<file path="src/rtl/slt_pkg.sv">
// ----------------------------------------------------------------------------
// slt_pkg
// Sizes, operation and status codes and word types of the sorted list table.
// ----------------------------------------------------------------------------
package slt_pkg;

   // Table size and derived index and count widths
   localparam int DEPTH   = 16;
   localparam int IDX_W   = $clog2(DEPTH);
   localparam int CNT_W   = $clog2(DEPTH + 1);

   // Fixed field widths of the words
   localparam int OP_W    = 2;
   localparam int VALUE_W = 32;
   localparam int ST_W    = 2;
   localparam int POS_W   = 4;
   localparam int COUNT_W = 5;

   // Operation codes
   localparam logic [OP_W-1:0] OP_INSERT = 2'd0;
   localparam logic [OP_W-1:0] OP_REMOVE = 2'd1;
   localparam logic [OP_W-1:0] OP_SEARCH = 2'd2;
   localparam logic [OP_W-1:0] OP_DUMP   = 2'd3;

   // Status codes
   localparam logic [ST_W-1:0] ST_OK       = 2'd0;
   localparam logic [ST_W-1:0] ST_NOTFOUND = 2'd1;
   localparam logic [ST_W-1:0] ST_FULL     = 2'd2;
   localparam logic [ST_W-1:0] ST_EMPTY    = 2'd3;

   typedef struct packed {
      logic [OP_W-1:0]           operation;
      logic signed [VALUE_W-1:0] value;
   } req_type;

   typedef struct packed {
      logic [ST_W-1:0]           status;
      logic [POS_W-1:0]          position;
      logic signed [VALUE_W-1:0] entry_value;
      logic [COUNT_W-1:0]        entry_count;
      logic                      last;
   } rsp_type;

endpackage

</file>
<file path="src/rtl/sorted_list_table_unit.sv">
// ----------------------------------------------------------------------------
// sorted_list_table_unit
// Ascending table of signed 32-bit values with insert, remove, search and
// dump, run by a small sequencer around one table RAM and one comparator.
// ----------------------------------------------------------------------------
//
//   Channel   Dir   Handshake              Word
//   req       in    req_valid / req_stall  req_data  (operation, value)
//   rsp       out   rsp_valid / rsp_stall  rsp_data  (status ... last)
//
// Insert walks down from the top entry, moving each larger or equal entry up one
// place; remove and search walk up from entry 0. One entry per cycle, set by
// the single read port of the table RAM.
// Dump gives one word per cycle when rsp is not stalled.
// Reset clears the count and the sequencer; the RAM contents are not cleared.
// A stalled rsp word holds; dump pauses while rsp is stalled.
// ----------------------------------------------------------------------------
module sorted_list_table_unit (
   input  logic             clock,
   input  logic             reset,
   input  logic             req_valid,
   output logic             req_stall,
   input  slt_pkg::req_type req_data,
   output logic             rsp_valid,
   input  logic             rsp_stall,
   output slt_pkg::rsp_type rsp_data
);

   localparam int IDX_W   = slt_pkg::IDX_W;
   localparam int CNT_W   = slt_pkg::CNT_W;
   localparam int POS_W   = slt_pkg::POS_W;
   localparam int COUNT_W = slt_pkg::COUNT_W;
   localparam int VALUE_W = slt_pkg::VALUE_W;

   // Sequencer states
   localparam logic [2:0] S_IDLE  = 3'd0;
   localparam logic [2:0] S_START = 3'd1;
   localparam logic [2:0] S_INS   = 3'd2;
   localparam logic [2:0] S_SCAN  = 3'd3;
   localparam logic [2:0] S_SHIFT = 3'd4;
   localparam logic [2:0] S_DUMP  = 3'd5;
   localparam logic [2:0] S_RESP  = 3'd6;

   logic [2:0]                 state_ff, state_in;
   logic [slt_pkg::OP_W-1:0]   op_ff;
   logic signed [VALUE_W-1:0]  val_ff;
   logic [CNT_W-1:0]           count_ff, count_in;
   logic [IDX_W-1:0]           j_ff, j_in;
   logic [IDX_W-1:0]           pos_ff, pos_in;
   logic [slt_pkg::ST_W-1:0]   status_ff, status_in;
   logic                       rsp_valid_ff, rsp_valid_in;
   slt_pkg::rsp_type           rsp_data_ff, rsp_data_in;

   // Table RAM
   logic signed [VALUE_W-1:0]  mem [slt_pkg::DEPTH];
   logic                       rd_en;
   logic [IDX_W-1:0]           rd_addr;
   logic signed [VALUE_W-1:0]  rd_data_ff;
   logic                       wr_en;
   logic [IDX_W-1:0]           wr_addr;
   logic signed [VALUE_W-1:0]  wr_data;

   logic                       accept;
   logic                       out_free;
   logic                       lt;
   logic                       eq;
   logic [IDX_W-1:0]           last_idx;
   logic                       j_is_last;
   logic [IDX_W-1:0]           j_plus;
   logic [IDX_W-1:0]           j_minus;
   logic                       count_full;
   logic                       count_zero;

   assign req_stall = (state_ff != S_IDLE);
   assign accept    = req_valid && !req_stall;
   assign out_free  = !rsp_valid_ff || !rsp_stall;
   assign rsp_valid = rsp_valid_ff;
   assign rsp_data  = rsp_data_ff;

   // Shared comparator against the operand
   assign lt = (rd_data_ff < val_ff);
   assign eq = (rd_data_ff == val_ff);

   assign last_idx   = IDX_W'(count_ff - CNT_W'(1));
   assign j_is_last  = (j_ff == last_idx);
   assign j_plus     = j_ff + IDX_W'(1);
   assign j_minus    = j_ff - IDX_W'(1);
   assign count_full = (count_ff == CNT_W'(slt_pkg::DEPTH));
   assign count_zero = (count_ff == '0);

   // Sequencer
   always_comb begin
      state_in     = state_ff;
      j_in         = j_ff;
      pos_in       = pos_ff;
      status_in    = status_ff;
      count_in     = count_ff;
      rd_en        = 1'b0;
      rd_addr      = j_ff;
      wr_en        = 1'b0;
      wr_addr      = j_ff;
      wr_data      = val_ff;
      rsp_valid_in = rsp_valid_ff && rsp_stall;
      rsp_data_in  = rsp_data_ff;

      case (state_ff)
         S_IDLE: begin
            if (accept) begin
               state_in = S_START;
            end
         end

         // Pick the walk direction and issue the first read
         S_START: begin
            pos_in    = '0;
            status_in = slt_pkg::ST_OK;
            case (op_ff)
               slt_pkg::OP_INSERT: begin
                  if (count_full) begin
                     status_in = slt_pkg::ST_FULL;
                     state_in  = S_RESP;
                  end else if (count_zero) begin
                     state_in = S_RESP;
                  end else begin
                     rd_en    = 1'b1;
                     rd_addr  = last_idx;
                     j_in     = last_idx;
                     state_in = S_INS;
                  end
               end
               slt_pkg::OP_REMOVE, slt_pkg::OP_SEARCH: begin
                  if (count_zero) begin
                     status_in = slt_pkg::ST_NOTFOUND;
                     state_in  = S_RESP;
                  end else begin
                     rd_en    = 1'b1;
                     rd_addr  = '0;
                     j_in     = '0;
                     state_in = S_SCAN;
                  end
               end
               default: begin
                  if (count_zero) begin
                     status_in = slt_pkg::ST_EMPTY;
                     state_in  = S_RESP;
                  end else begin
                     rd_en    = 1'b1;
                     rd_addr  = '0;
                     j_in     = '0;
                     state_in = S_DUMP;
                  end
               end
            endcase
         end

         // Move larger or equal entries up until a smaller one or the bottom is reached
         S_INS: begin
            if (lt) begin
               pos_in   = j_plus;
               state_in = S_RESP;
            end else begin
               wr_en   = 1'b1;
               wr_addr = j_plus;
               wr_data = rd_data_ff;
               if (j_ff == '0) begin
                  pos_in   = '0;
                  state_in = S_RESP;
               end else begin
                  rd_en   = 1'b1;
                  rd_addr = j_minus;
                  j_in    = j_minus;
               end
            end
         end

         // Look for the first equal entry
         S_SCAN: begin
            if (eq) begin
               pos_in = j_ff;
               if (op_ff == slt_pkg::OP_SEARCH || j_is_last) begin
                  state_in = S_RESP;
               end else begin
                  rd_en    = 1'b1;
                  rd_addr  = j_plus;
                  j_in     = j_plus;
                  state_in = S_SHIFT;
               end
            end else if (j_is_last) begin
               status_in = slt_pkg::ST_NOTFOUND;
               pos_in    = '0;
               state_in  = S_RESP;
            end else begin
               rd_en   = 1'b1;
               rd_addr = j_plus;
               j_in    = j_plus;
            end
         end

         // Close the gap left by the removed entry
         S_SHIFT: begin
            wr_en   = 1'b1;
            wr_addr = j_minus;
            wr_data = rd_data_ff;
            if (j_is_last) begin
               state_in = S_RESP;
            end else begin
               rd_en   = 1'b1;
               rd_addr = j_plus;
               j_in    = j_plus;
            end
         end

         // Emit one entry per free output slot
         S_DUMP: begin
            if (out_free) begin
               rsp_valid_in            = 1'b1;
               rsp_data_in.status      = slt_pkg::ST_OK;
               rsp_data_in.position    = POS_W'(j_ff);
               rsp_data_in.entry_value = rd_data_ff;
               rsp_data_in.entry_count = COUNT_W'(count_ff);
               rsp_data_in.last        = j_is_last;
               if (j_is_last) begin
                  state_in = S_IDLE;
               end else begin
                  rd_en   = 1'b1;
                  rd_addr = j_plus;
                  j_in    = j_plus;
               end
            end
         end

         // Store the inserted value, update the count and give the result
         S_RESP: begin
            if (op_ff == slt_pkg::OP_INSERT && status_ff == slt_pkg::ST_OK) begin
               wr_en   = 1'b1;
               wr_addr = pos_ff;
               wr_data = val_ff;
            end
            if (out_free) begin
               if (status_ff == slt_pkg::ST_OK && op_ff == slt_pkg::OP_INSERT) begin
                  count_in = count_ff + CNT_W'(1);
               end else if (status_ff == slt_pkg::ST_OK && op_ff == slt_pkg::OP_REMOVE) begin
                  count_in = count_ff - CNT_W'(1);
               end
               rsp_valid_in            = 1'b1;
               rsp_data_in.status      = status_ff;
               rsp_data_in.position    = POS_W'(pos_ff);
               rsp_data_in.entry_value = (op_ff == slt_pkg::OP_DUMP) ? '0 : val_ff;
               rsp_data_in.entry_count = COUNT_W'(count_in);
               rsp_data_in.last        = 1'b1;
               state_in                = S_IDLE;
            end
         end

         default: begin
            state_in = S_IDLE;
         end
      endcase
   end

   // Control registers
   always_ff @(posedge clock) begin
      if (reset) begin
         state_ff     <= S_IDLE;
         count_ff     <= '0;
         rsp_valid_ff <= 1'b0;
      end else begin
         state_ff     <= state_in;
         count_ff     <= count_in;
         rsp_valid_ff <= rsp_valid_in;
      end
   end

   // Payload registers
   always_ff @(posedge clock) begin
      if (accept) begin
         op_ff  <= req_data.operation;
         val_ff <= req_data.value;
      end
      j_ff        <= j_in;
      pos_ff      <= pos_in;
      status_ff   <= status_in;
      rsp_data_ff <= rsp_data_in;
   end

   // Table RAM: one write and one registered read per cycle
   always_ff @(posedge clock) begin
      if (wr_en) begin
         mem[wr_addr] <= wr_data;
      end
      if (rd_en) begin
         rd_data_ff <= mem[rd_addr];
      end
   end

endmodule

</file>
<file path="config.mk">
export PLATFORM = sky130hd
export DESIGN_NAME = sorted_list_table_unit
export DESIGN_NICKNAME = d
export VERILOG_FILES = /design/src/rtl/slt_pkg.sv /design/src/rtl/sorted_list_table_unit.sv
export SDC_FILE = /design/constraint.sdc
export NUM_CORES = 1
export LEC_CHECK = 0
export BUFFER_PORTS_ARGS = -buffer_cell sky130_fd_sc_hd__buf_2
export CORE_MARGIN = 2
export CORE_UTILIZATION = 45
export DETAILED_ROUTE_END_ITERATION = 6
export PLACE_DENSITY = 0.67
export SYNTH_ARGS = -nofsm -noshare
export SYNTH_HDL_FRONTEND = slang
export SYNTH_SLANG_ARGS = --single-unit
</file>
<file path="constraint.sdc">
create_clock -name clock -period 4.9 [get_ports clock]
set_input_delay 0.49 -clock clock [delete_from_list [all_inputs] [get_ports clock]]
set_output_delay 0.49 -clock clock [all_outputs]
set_load 0.03 [all_outputs]
</file>
## After elaboration in Yosys (flattened, before gate mapping)

Memory sizes are Yosys's and may differ from the RTL's. A register that Yosys moved wholly into a read port is not among the register bits.
Cells that the tools add are included.

| cells by class | value |
|---|---|
| order comparisons | 1 |
| reduce and logical (&&, ||, !) cells | 25 |
| add/subtract/negate cells | 4 |
| muxes and demuxes | 66 |
| equality and inequality tests | 20 |

Operator list:

| cell | count |
|---|---|
| $mux W44 | 2 |
| $pmux W44 S2 | 1 |
| $mux W32 | 2 |
| $mux W4 | 16 |
| $pmux W32 S2 | 1 |
| $mux W3 | 11 |
| $eq A32 B32 Y1 | 1 |
| $lt A32 B32 Y1 | 1 |
| $pmux W4 S3 | 2 |
| $pmux W3 S7 | 1 |
| $pmux W4 S5 | 1 |
| $mux W1 | 16 |
| $mux W2 | 6 |
| $ne A2 B2 Y1 const B | 6 |
| $mux W5 | 2 |
| $eq A3 B3 Y1 const B | 3 |
| $reduce_and A3 Y1 | 3 |
| $pmux W2 S2 | 2 |
| $eq A3 B2 Y1 const B | 2 |
| $ne A3 B3 Y1 const B | 2 |
| $pmux W3 S2 | 1 |
| $reduce_bool A3 Y1 | 2 |
| $add A5 B1 Y5 const B | 1 |
| $eq A5 B5 Y1 const B | 1 |
| other kinds (20) | 30 |

| storage, ports and cells | value |
|---|---|
| memory bits (writable) | 512 |
| flip-flop bits (word level) | 97 |
| memories kept | 1 |
| word-level logic and storage cells | 130 |

Memories:

| memory | depth | bits a word | read ports | clocked after Yosys merged registers in | write ports | line | text |
|---|---|---|---|---|---|---|---|
| mem | 16 | 32 | 1 | 1 | 1 | sorted_list_table_unit.sv:55 | `logic signed [VALUE_W-1:0] mem [slt_pkg::DEPTH];` |

## Depth between registers and ports, before layout

Gate-level depths: netlist of the first run.

| logic depth | value |
|---|---|
| depth after elaboration | 6 |
| depth in mapped cells | 19 |
| gate-level depth less buffers | 14 |

## Worst setup path before layout of the first run

Ideal clock, no wire load.

| timing | value |
|---|---|
| path kind | reg-to-reg |
| start point | register rd_data_ff[1] (read register of mem) |
| end point | memory mem[7][0], enable pin |
| path buffers | 2 |
| data required time | 4479 ps |
| stages on the path, launching flop included | 15 |
| arrival | 4017 ps |
| setup slack | 462 ps |
| library setup time | 421 ps |
| cells stage by stage | edfxtp_1 ha_1 nor2b_1 o211ai_1 a2111oi_0 o31a_1 o22a_1 buf_4 inv_2 buf_6 o21ai_0 nand2_1 a221oi_1 nand3_1 nor2_1 |

| between the ends | value |
|---|---|
| cells in the longest elaborated chain, start to end | 5 |
| elaborated cells between the ends (all ways) | 7 |
| those cells by class | order compare: 1; mux: 6 |

Ends and longest elaborated chain:

| element | line | text |
|---|---|---|
| start: declaration | sorted_list_table_unit.sv:58 | `logic signed [VALUE_W-1:0] rd_data_ff;` |
| $lt A32 B32 Y1 (*) | sorted_list_table_unit.sv:81 | `assign lt = (rd_data_ff < val_ff);` |
| $mux W1 | sorted_list_table_unit.sv:158 | `if (lt) begin` |
| $pmux W1 S3 | sorted_list_table_unit.sv:106 | `case (state_ff)` |
| $mux W1 | sorted_list_table_unit.sv:288 | `if (wr_en) begin` |
| $mux W1 (implied by the code) | sorted_list_table_unit.sv:289 | `mem[wr_addr] <= wr_data;` |
| end: declaration | sorted_list_table_unit.sv:55 |  |

Every way passes the cells marked *; elsewhere a longest branch is shown, timed or not.

## Final worst setup path of the first run

| timing | value |
|---|---|
| start point | register rd_data_ff[15] (read register of mem) |
| end point | register rd_data_ff[27] (read register of mem) (data pin) |

| between the ends | value |
|---|---|
| cells in the longest elaborated chain, start to end | 3 |
| elaborated cells between the ends (all ways) | 8 |
| those cells by class | order compare: 1; eq/ne: 1; mux: 6 |

Ends and longest elaborated chain:

| element | line |
|---|---|
| $lt A32 B32 Y1 or $eq A32 B32 Y1 (tied branches) | sorted_list_table_unit.sv:81, sorted_list_table_unit.sv:82 |
| $mux W4 (tied with other cells) | - |
| $pmux W4 S5 or $pmux W1 S5 (tied branches) | - |

Several ways; a longest one is shown, not always the timed one.
A chain may end at the register's enable or synchronous reset.

==> run metrics, run 1 <==
footprint of the multi-input gates=0.00765 mm²; number of synthesized flops with an enable pin=628; Max transition margin=29.7%; Die H=about 250 µm; pin count of the biggest net entering global routing=72; WP data arrival=between 5000 and 6000 ps; DP Wirelength=approximately 46000 µm; initial antenna violation count=2; synthesized area=between 0.02 and 0.03 mm²; CTS tree=yes; routed len/inst=25.0 µm; PostCTS Resize Cnt=1; critical path's slowest cell=edfxtp_1; Critical Path End Type=flip-flop; Reg power frac=32.9%; top-area cell type share of the netlist area=68.8%; Slew @ Worst Pin=~1000 ps; DIE AREA=0.0629 mm²; crit path kind=flip-flop to flip-flop; CTS Hold Bufs=0; Sw Ratio=about two fifths; RSZ-0062 raised after global routing=false; critical path, cell by cell=ha_1 -> nand4_1 -> a2111oi_1 -> buf_4 -> o31a_1 -> o22a_1 -> inv_2 -> o211a_2 -> nor2_4 -> buf_12 -> mux2_1 -> a2111o_1 -> or3_1; Initial Util=between 40% and 50%; setup bufs post-CTS=0; Routed Antenna Nets=0; worst-skew pair later-pin latency=around 640 ps; Synth Flop Type=edfxtp_1; Worst path max stage delay=540 ps; sequential fraction of the synthesis area=a little over two thirds; Netlist cell types=73; Yosys top cell by area=edfxtp_1; TritonCTS Sinks=641; Mapped Avg Cell Area=around 14 µm²; Fin. Hold Viols=0; register bit total from synthesis=641; Layout Cells excl Fill=2916; Port-buffer cells=83; setup violators final=0; DR pass1 iterations=6; CORE AREA=~0.06 mm²; status=completed; CP Max Fanout=27; gpl congestion=0.948; Gate power share=48.9%; initial DRC count=1802; ranking of synthesized cells by area=edfxtp_1 (69%), mux2i_1 (4.7%), o21ai_0 (2.8%); share of cells above drive strength 1=about 19%; total power=25.5 mW; first-pass GRT wire length=109000 µm; CTS max path bufs=3; DRT Wirelength=a little over 70000 µm; number of buffers created by CTS=60; clk slew on worst S/H paths=roughly 60 ps; clock network power share=between 10% and 20%; Pint=15.3 mW; Area Growth Syn to Fin=17.6%; number of remaining DRC errors=0; Mapped Cells=about 1900; vias post-DR=about 18000; Syn Nets=1981; Power Density=between 700 and 800 mW/mm²; pre-CTS worst setup slack=-20.5 ps; NetSw=roughly 10 mW; number of vias per cell=6.07; Top Ports=84; root buf cell=clkbuf_16; clock skew=26.7 ps; H-tree levels=2; crit share post-route=97.4%; Horiz. Die Dim=around 250 µm; Util after Layout=53.5%; GRT Overall Usage=23.1%; final worst path period need=4770 ps; Overflow after GRT=0; crit path launch type=flip-flop; Max IR drop VDD=0.000575 V; Nets=roughly 2200; worst min-delay path class=input port to flip-flop; fmax=roughly 210 MHz; Placed Instances=2807; register area=0.0191 mm²; fin. max-slew vios=0; Critical Path RT=5250 ps; Post-synth ARST share=0%; FP Rows=90; max cap viols=0; number of global-route vias before repair=~18000; YS warnings=0; most frequent cells in the layout=edfxtp_1 (628), o21ai_0 (153), mux2i_1 (129); commonest non-fill, non-tap cell in the layout=edfxtp_1; Pleak=11.3 nW; worst setup margin=between 100 and 150 ps; FILL cells=4770
==> worst max-delay path, delay by kind of cell (launching register included) <==
kind | cells | cell delay [ps]
muxes | 1 | 350
adders and majority gates | 1 | 390
AOI/OAI and AO/OA | 5 | 1800
and+or+nand+nor | 3 | 820
buffers and inverters | 3 | 550
DFF | 1 | 540
==> synthesized netlist by cell type, types with 35 or more instances <==
master       n
edfxtp_1   628
o21ai_0    153
mux2i_1    129
nand3_1    115
nand2_1    104
clkbuf_1    89
a211oi_1    70
o22ai_1     68
inv_1       49
nor2_1      46
ha_1        42
or3_1       41
a21oi_1     37
a2111oi_0   35
==> flip-flops by register name, summed over array words and instances, names as in the netlist, 3 cells and up <==
name,flops
rd_data_ff,32
rsp_data,44
pos_ff,4
count_ff,5
val_ff,32
j_ff,4
state_ff,3
mem,512
==> stage by stage <==
step                hold WS [ps]  TNS, ps  area (µm²)
floorplan                    514        0       27400
global placement             568        0       30300
detailed placement           578    -24.6       30300
CTS                         13.2        0       32200
global route                20.7        0       32200
finish                      35.1        0       32200
==> layer usage <==
metal / vias up / share of wire (%) / track usage [%]
li1: 7894 / - / -
met1: 8860 / 42 / 32.4
met2: 821 / 47 / 36.9
met3: 135 / 8.3 / 3.58
met4: 0 / 3.0 / 7.72
met5: - / 0 / 0
==> area by class of cell <==
type / instances / share of cell area (%)
Antenna cell: 1 / 0.00776
Clock buffer: 75 / 4.83
Clock inverter: 33 / 1.22
Inverter: 51 / 0.594
Multi-Input combinational cell: 1075 / 23.7
Sequential cell: 641 / 59.3
Tap cell: 782 / 3.04
Timing Repair Buffer: 258 / 7.25
==> worst paths after layout <==
path / cells past startpoint / slack (ps) / to / start
max: 13 / 130 / rd_data_ff[27]$_DFFE_PP_ / rd_data_ff[15]$_DFFE_PP_
min reg2reg: 2 / 590 / rsp_data[23]$_DFFE_PP_ / rd_data_ff[17]$_DFFE_PP_
min: 1 / 40 / val_ff[29]$_DFFE_PP_ / req_data[29]
max reg2reg: 13 / 130 / rd_data_ff[27]$_DFFE_PP_ / rd_data_ff[15]$_DFFE_PP_
==> power by group through the flow <==
stage	clock, mW	sequential [mW]	combinational [mW]
after floorplan	0	8.51	6.97
after global placement	0	8.46	12.0
after detailed placement	0	8.48	12.3
after CTS	4.73	8.38	12.3
after global routing	4.92	8.44	13.3
final	4.66	8.39	12.5
==> cell families (layout without fill, tap and decap cells) <==
kind of cell,count (synthesis),in the layout,synth area share (%)
flip-flops,641,641,69.7
multiplexers,163,163,6.11
adder cells (fa/ha/maj),42,42,1.92
other,0,1,0
AO/OA/AOI/OAI,483,483,12.0
buffers and inverters,185,417,2.97
XOR/XNOR,13,13,0.516
AND/OR/NAND/NOR,374,374,6.75
Power figures use the tool's default switching activity.
==> run 2, diff against run 1 <==
BUFFER_PORTS_ARGS = default   (was -buffer_cell sky130_fd_sc_hd__buf_2)
DONT_BUFFER_PORTS = 1   (was default)
PLACE_DENSITY = 0.66   (was 0.67)
==> run metrics, run 2 (same netlist as run 1, synthesis figures left out) <==
status=completed (unchanged); Biggest register=mem (unchanged); Routed Antenna Nets=0 (unchanged); crit path launch type=flip-flop (unchanged); RSZ-0062 raised after global routing=false (unchanged); Pleak=11.0 nW (was 11.3 nW); total power=25.1 mW (was 25.5 mW); Horiz. Die Dim=251 µm (unchanged); gpl congestion=0.937 (was 0.948); Max transition margin=17.7% (was 29.7%); clock skew=37.8 ps (was 26.7 ps); share of cells above drive strength 1=13.9% (was 18.5%); Power Density=788 mW/mm² (was 792 mW/mm²); max reg flops=512 (unchanged); Port-buffer cells=0 (was 83); Die H=251 µm (unchanged); Critical Path End Type=flip-flop (unchanged); number of global-route vias before repair=17100 (was 17600); initial antenna violation count=0 (was 2); Area Growth Syn to Fin=16.4% (was 17.6%); CORE AREA=0.0602 mm² (unchanged); root buf cell=clkbuf_16 (unchanged); Diodes inserted=0 (was 1); Max IR drop VDD=0.000589 V (was 0.000575 V); first-pass GRT wire length=110000 µm (was 109000 µm); WP data arrival=5060 ps (was 5130 ps); crit path kind=flip-flop to flip-flop (unchanged); CTS max path bufs=3 (unchanged); fmax=212 MHz (was 210 MHz); number of vias per cell=6.17 (was 6.07); worst-skew pair later-pin latency=650 ps (was 640 ps); Nets=2071 (was 2167); Slew @ Worst Pin=1230 ps (was 1040 ps); commonest non-fill, non-tap cell in the layout=edfxtp_1 (unchanged); most frequent cells in the layout=edfxtp_1 (628), o21ai_0 (152), mux2i_1 (129) (was edfxtp_1 (628), o21ai_0 (153), mux2i_1 (129)); fin. max-slew vios=0 (unchanged); Initial Util=45.5% (unchanged); Top Ports=84 (unchanged); FP Rows=90 (unchanged); Util after Layout=53.0% (was 53.5%); max cap viols=0 (unchanged); Fin. Hold Viols=0 (unchanged); setup violators final=0 (unchanged); initial DRC count=1840 (was 1802); TritonCTS Sinks=641 (unchanged); final worst path period need=4710 ps (was 4770 ps); number of remaining DRC errors=0 (unchanged); FILL cells=4796 (was 4770); routed len/inst=26.2 µm (was 25.0 µm); DR pass1 iterations=5 (was 6); CP Max Fanout=15 (was 27); CTS tree=yes (unchanged); clk slew on worst S/H paths=60 ps (about the same); worst hold stages=2 (was 1); DIE AREA=0.0629 mm² (unchanged); worst min-delay path class=input port to flip-flop (unchanged); Overflow after GRT=0 (unchanged); number of buffers created by CTS=61 (was 60); pin count of the biggest net entering global routing=97 (was 72); DRT Wirelength=73900 µm (was 72800 µm); H-tree levels=2 (unchanged); DP Wirelength=44400 µm (was 46200 µm); vias post-DR=17400 (was 17700); pre-CTS worst setup slack=-197 ps (was -20.5 ps); worst setup margin=189 ps (was 127 ps); GRT Overall Usage=23.5% (was 23.1%); R2R cell count=14 (was 13); Critical Path RT=5250 ps (about the same); crit share post-route=96.1% (was 97.4%)
run 2: metrics by stage:
stage / hold slack (ps) / cells / TNS (ps) / area, µm²
finish: 167 / 2825 / 0 / 31900
detailed placement: 562 / 2673 / -3070 / 29300
CTS: 152 / 2823 / 0 / 31900
floorplan: 514 / 1901 / 0 / 27400
global placement: 558 / 2673 / -119 / 29300
global route: 196 / 2825 / 0 / 31900
run 2: area by class of cell:
| cell class | count | area, µm² | share of cell area, % |
|---|---|---|---|
| Clock buffer | 69 | 1600 | 5.00 |
| Sequential cell | 641 | 19100 | 59.9 |
| Timing Repair Buffer | 161 | 1780 | 5.59 |
| Clock inverter | 46 | 602 | 1.89 |
| Multi-Input combinational cell | 1075 | 7650 | 24.0 |
| Tap cell | 782 | 978 | 3.07 |
| Inverter | 51 | 191 | 0.600 |
run 2: path summary, 6_finish.rpt:
check | slack, ps | startpoint | endpoint
setup / recovery | 190 | rd_data_ff[31]$_DFFE_PP_ | rd_data_ff[7]$_DFFE_PP_
hold / removal | 170 | rsp_stall | rsp_valid$_SDFF_PP0_
setup reg to reg | 190 | rd_data_ff[31]$_DFFE_PP_ | rd_data_ff[7]$_DFFE_PP_
hold reg to reg | 590 | status_ff[0]$_SDFFCE_PP1P_ | rsp_data[42]$_SDFFCE_PN0P_
run 2: per-layer routing:
metal | vias to the layer above | part of all wire [%] | global-route usage [%]
li1 | 7713 | - | -
met1 | 8648 | 41 | 32.2
met2 | 901 | 47 | 37.7
met3 | 155 | 8.3 | 3.52
met4 | 0 | 3.7 | 9.72
met5 | - | 0 | 0
run 2: what timing repair did:
| item | CTS | global route |
|---|---|---|
| hold buffers | 35 | 0 |
| buffers inserted | 0 | 2 |
| hold endpoints to repair | 43 | 0 |
| pin swaps | 1 | 1 |
| setup endpoints to repair | 32 | 24 |
| cloned | 0 | 0 |
| gates resized for setup | 2 | 1 |
run 2: power breakdown:
group	total, mW	internal (mW)	switching (mW)
logic	11.5	4.00	7.53
registers	8.53	8.03	0.504
clock network	5.08	3.03	2.05
run 2: critical path: stages, from the launching register on:
cell and delay, ps:
edfxtp_1 460, ha_1 470, nand4_1 310, nor4_4 340, buf_4 190, buf_4 120, nand2_1 70, nor2_1 320
a22oi_1 130, a21oi_1 410, or3_1 430, buf_4 350, a2111oi_0 110, a2111o_1 340, or3_1 370
==> run 3, diff against run 2 <==
MAX_ROUTING_LAYER = met4   (was default)
==> run metrics, run 3 (same netlist as run 1, synthesis figures left out) <==
status=completed (unchanged); fin. max-slew vios=0 (unchanged); DRT Wirelength=74400 µm (was 73900 µm); TritonCTS Sinks=641 (unchanged); Critical Path End Type=flip-flop (unchanged); Routed Antenna Nets=0 (unchanged); number of buffers created by CTS=66 (was 61); H-tree levels=3 (was 2); vias post-DR=17500 (was 17400); initial antenna violation count=0 (unchanged); routed len/inst=26.3 µm (was 26.2 µm); worst hold stages=1 (was 2); Nets=2077 (was 2071); met2 GRT Util=38.6% (was 37.7%); DP Wirelength=44800 µm (was 44400 µm); Initial Util=45.5% (unchanged); sum of negative setup slack=0 ps (unchanged); Die H=251 µm (unchanged); Top Ports=84 (unchanged); CTS tree=yes (unchanged); number of vias per cell=6.19 (was 6.17); GR Util met1=31.8% (was 32.2%); root buf cell=clkbuf_16 (unchanged); R2R Setup Slk=160 ps (was 190 ps); final worst path period need=4740 ps (was 4710 ps); initial DRC count=1685 (was 1840); Port-buffer cells=0 (unchanged); fmax=211 MHz (was 212 MHz); worst min-delay path class=input port to flip-flop (unchanged); DIE AREA=0.0629 mm² (unchanged); most frequent cells in the layout=edfxtp_1 (628), o21ai_0 (152), mux2i_1 (129) (unchanged); Horiz. Die Dim=251 µm (unchanged); Diodes inserted=0 (unchanged); worst-skew pair later-pin latency=610 ps (was 650 ps); max cap viols=0 (unchanged); CORE AREA=0.0602 mm² (unchanged); GRT Overall Usage=24.4% (was 23.5%); CP Max Fanout=33 (was 15); GR Util met3=3.48% (was 3.52%); reg2reg end=rd_data_ff[7]$_DFFE_PP_ (unchanged); DR pass1 iterations=5 (unchanged); Slew @ Worst Pin=1080 ps (was 1230 ps); Power Density=786 mW/mm² (was 788 mW/mm²); max reg flops=512 (unchanged); share of cells above drive strength 1=13.6% (was 13.9%); total power=25.0 mW (was 25.1 mW); crit path kind=flip-flop to flip-flop (unchanged); Max IR drop VDD=0.000806 V (was 0.000589 V); Critical R2R Launch=rd_data_ff[31]$_DFFE_PP_ (unchanged); Hold Crit Endpoint=rsp_data[7]$_DFFE_PP_ (was rsp_valid$_SDFF_PP0_); first-pass GRT wire length=111000 µm (was 110000 µm); Biggest register=mem (unchanged); Overflow after GRT=0 (unchanged); clk slew on worst S/H paths=60 ps (about the same); Area Growth Syn to Fin=16.1% (was 16.4%); pin count of the biggest net entering global routing=68 (was 97); setup violators final=0 (unchanged); crit share post-route=96.8% (was 96.1%); commonest non-fill, non-tap cell in the layout=edfxtp_1 (unchanged); Pleak=11.0 nW (about the same); number of remaining DRC errors=0 (unchanged); R2R cell count=12 (was 14); WP data arrival=5060 ps (about the same); crit path launch type=flip-flop (unchanged); clock skew=30.9 ps (was 37.8 ps); gpl congestion=0.932 (was 0.937); RSZ-0062 raised after global routing=false (unchanged); Critical Path RT=5210 ps (was 5250 ps); GR peak layer=met2 (unchanged); FP Rows=90 (unchanged); Max transition margin=27.3% (was 17.7%); CTS max path bufs=3 (unchanged); Hold Path Origin=rsp_stall (unchanged); number of global-route vias before repair=17300 (was 17100); Fin. Hold Viols=0 (unchanged); setup bufs post-CTS=0 (unchanged)
## run 3: area by class of cell
| cell class | count | area [µm²] |
|---|---|---|
| tap | 782 | 978 |
| sequential | 641 | 19100 |
| fill | 4793 | 28400 |
| multi-input combinational | 1075 | 7650 |
| inverter | 51 | 191 |
| timing repair buffer | 162 | 1790 |
| clock inverter | 35 | 322 |
| clock buffer | 82 | 1770 |
## run 3: worst max-delay path by stage
stage               cells past startpoint                       end                      from
global placement                       12  rd_data_ff[25]$_DFFE_PP_  rd_data_ff[31]$_DFFE_PP_
CTS                                    12   rd_data_ff[7]$_DFFE_PP_  rd_data_ff[31]$_DFFE_PP_
floorplan                              14       mem[7][0]$_DFFE_PP_   rd_data_ff[1]$_DFFE_PP_
detailed placement                     13  rd_data_ff[25]$_DFFE_PP_  rd_data_ff[31]$_DFFE_PP_
global route                           13   rd_data_ff[7]$_DFFE_PP_  rd_data_ff[13]$_DFFE_PP_
finish                                 12   rd_data_ff[7]$_DFFE_PP_  rd_data_ff[31]$_DFFE_PP_
## run 3: critical path: stages, from the launching register on
cell and delay [ps]:
edfxtp_1 450, ha_1 440, nand4_1 300, nor4_4 550
o31a_1 290, o22a_1 280, inv_2 140, o211a_2 320
nor2_4 190, buf_12 290, mux2_2 370, a2111o_1 400
or3_1 400
## run 3: layer usage
layer | share of wire [%] | wire, µm
met4 | 3.5 | 2590
met3 | 7.5 | 5560
met1 | 41 | 30400
met2 | 48 | 35800
met5 | 0 | 0
## run 3: power by group
| group | switching (mW) | internal, mW |
|---|---|---|
| Combinational | 7.54 | 4.06 |
| Sequential | 0.498 | 8.03 |
| Clock | 2.08 | 2.80 |
## run 3: what timing repair did
item                                   in CTS  in global routing
hold buffers                               35                  0
setup endpoints to repair                   0                293
resized for setup                           0                  2
endpoints found under the hold margin      43                  0
## run 3: metrics by stage
step	worst slack [ps]	cell area (µm²)	util, %	hold WS (ps)	cells
after detailed placement	65.0	29400	48.7	557	2676
after global placement	96.2	29400	48.7	546	2676
after global routing	7.63	31800	52.8	220	2828
final	158	31800	52.8	224	2828
after CTS	50.1	31800	52.8	185	2828
after floorplan	462	27400	-	514	1901
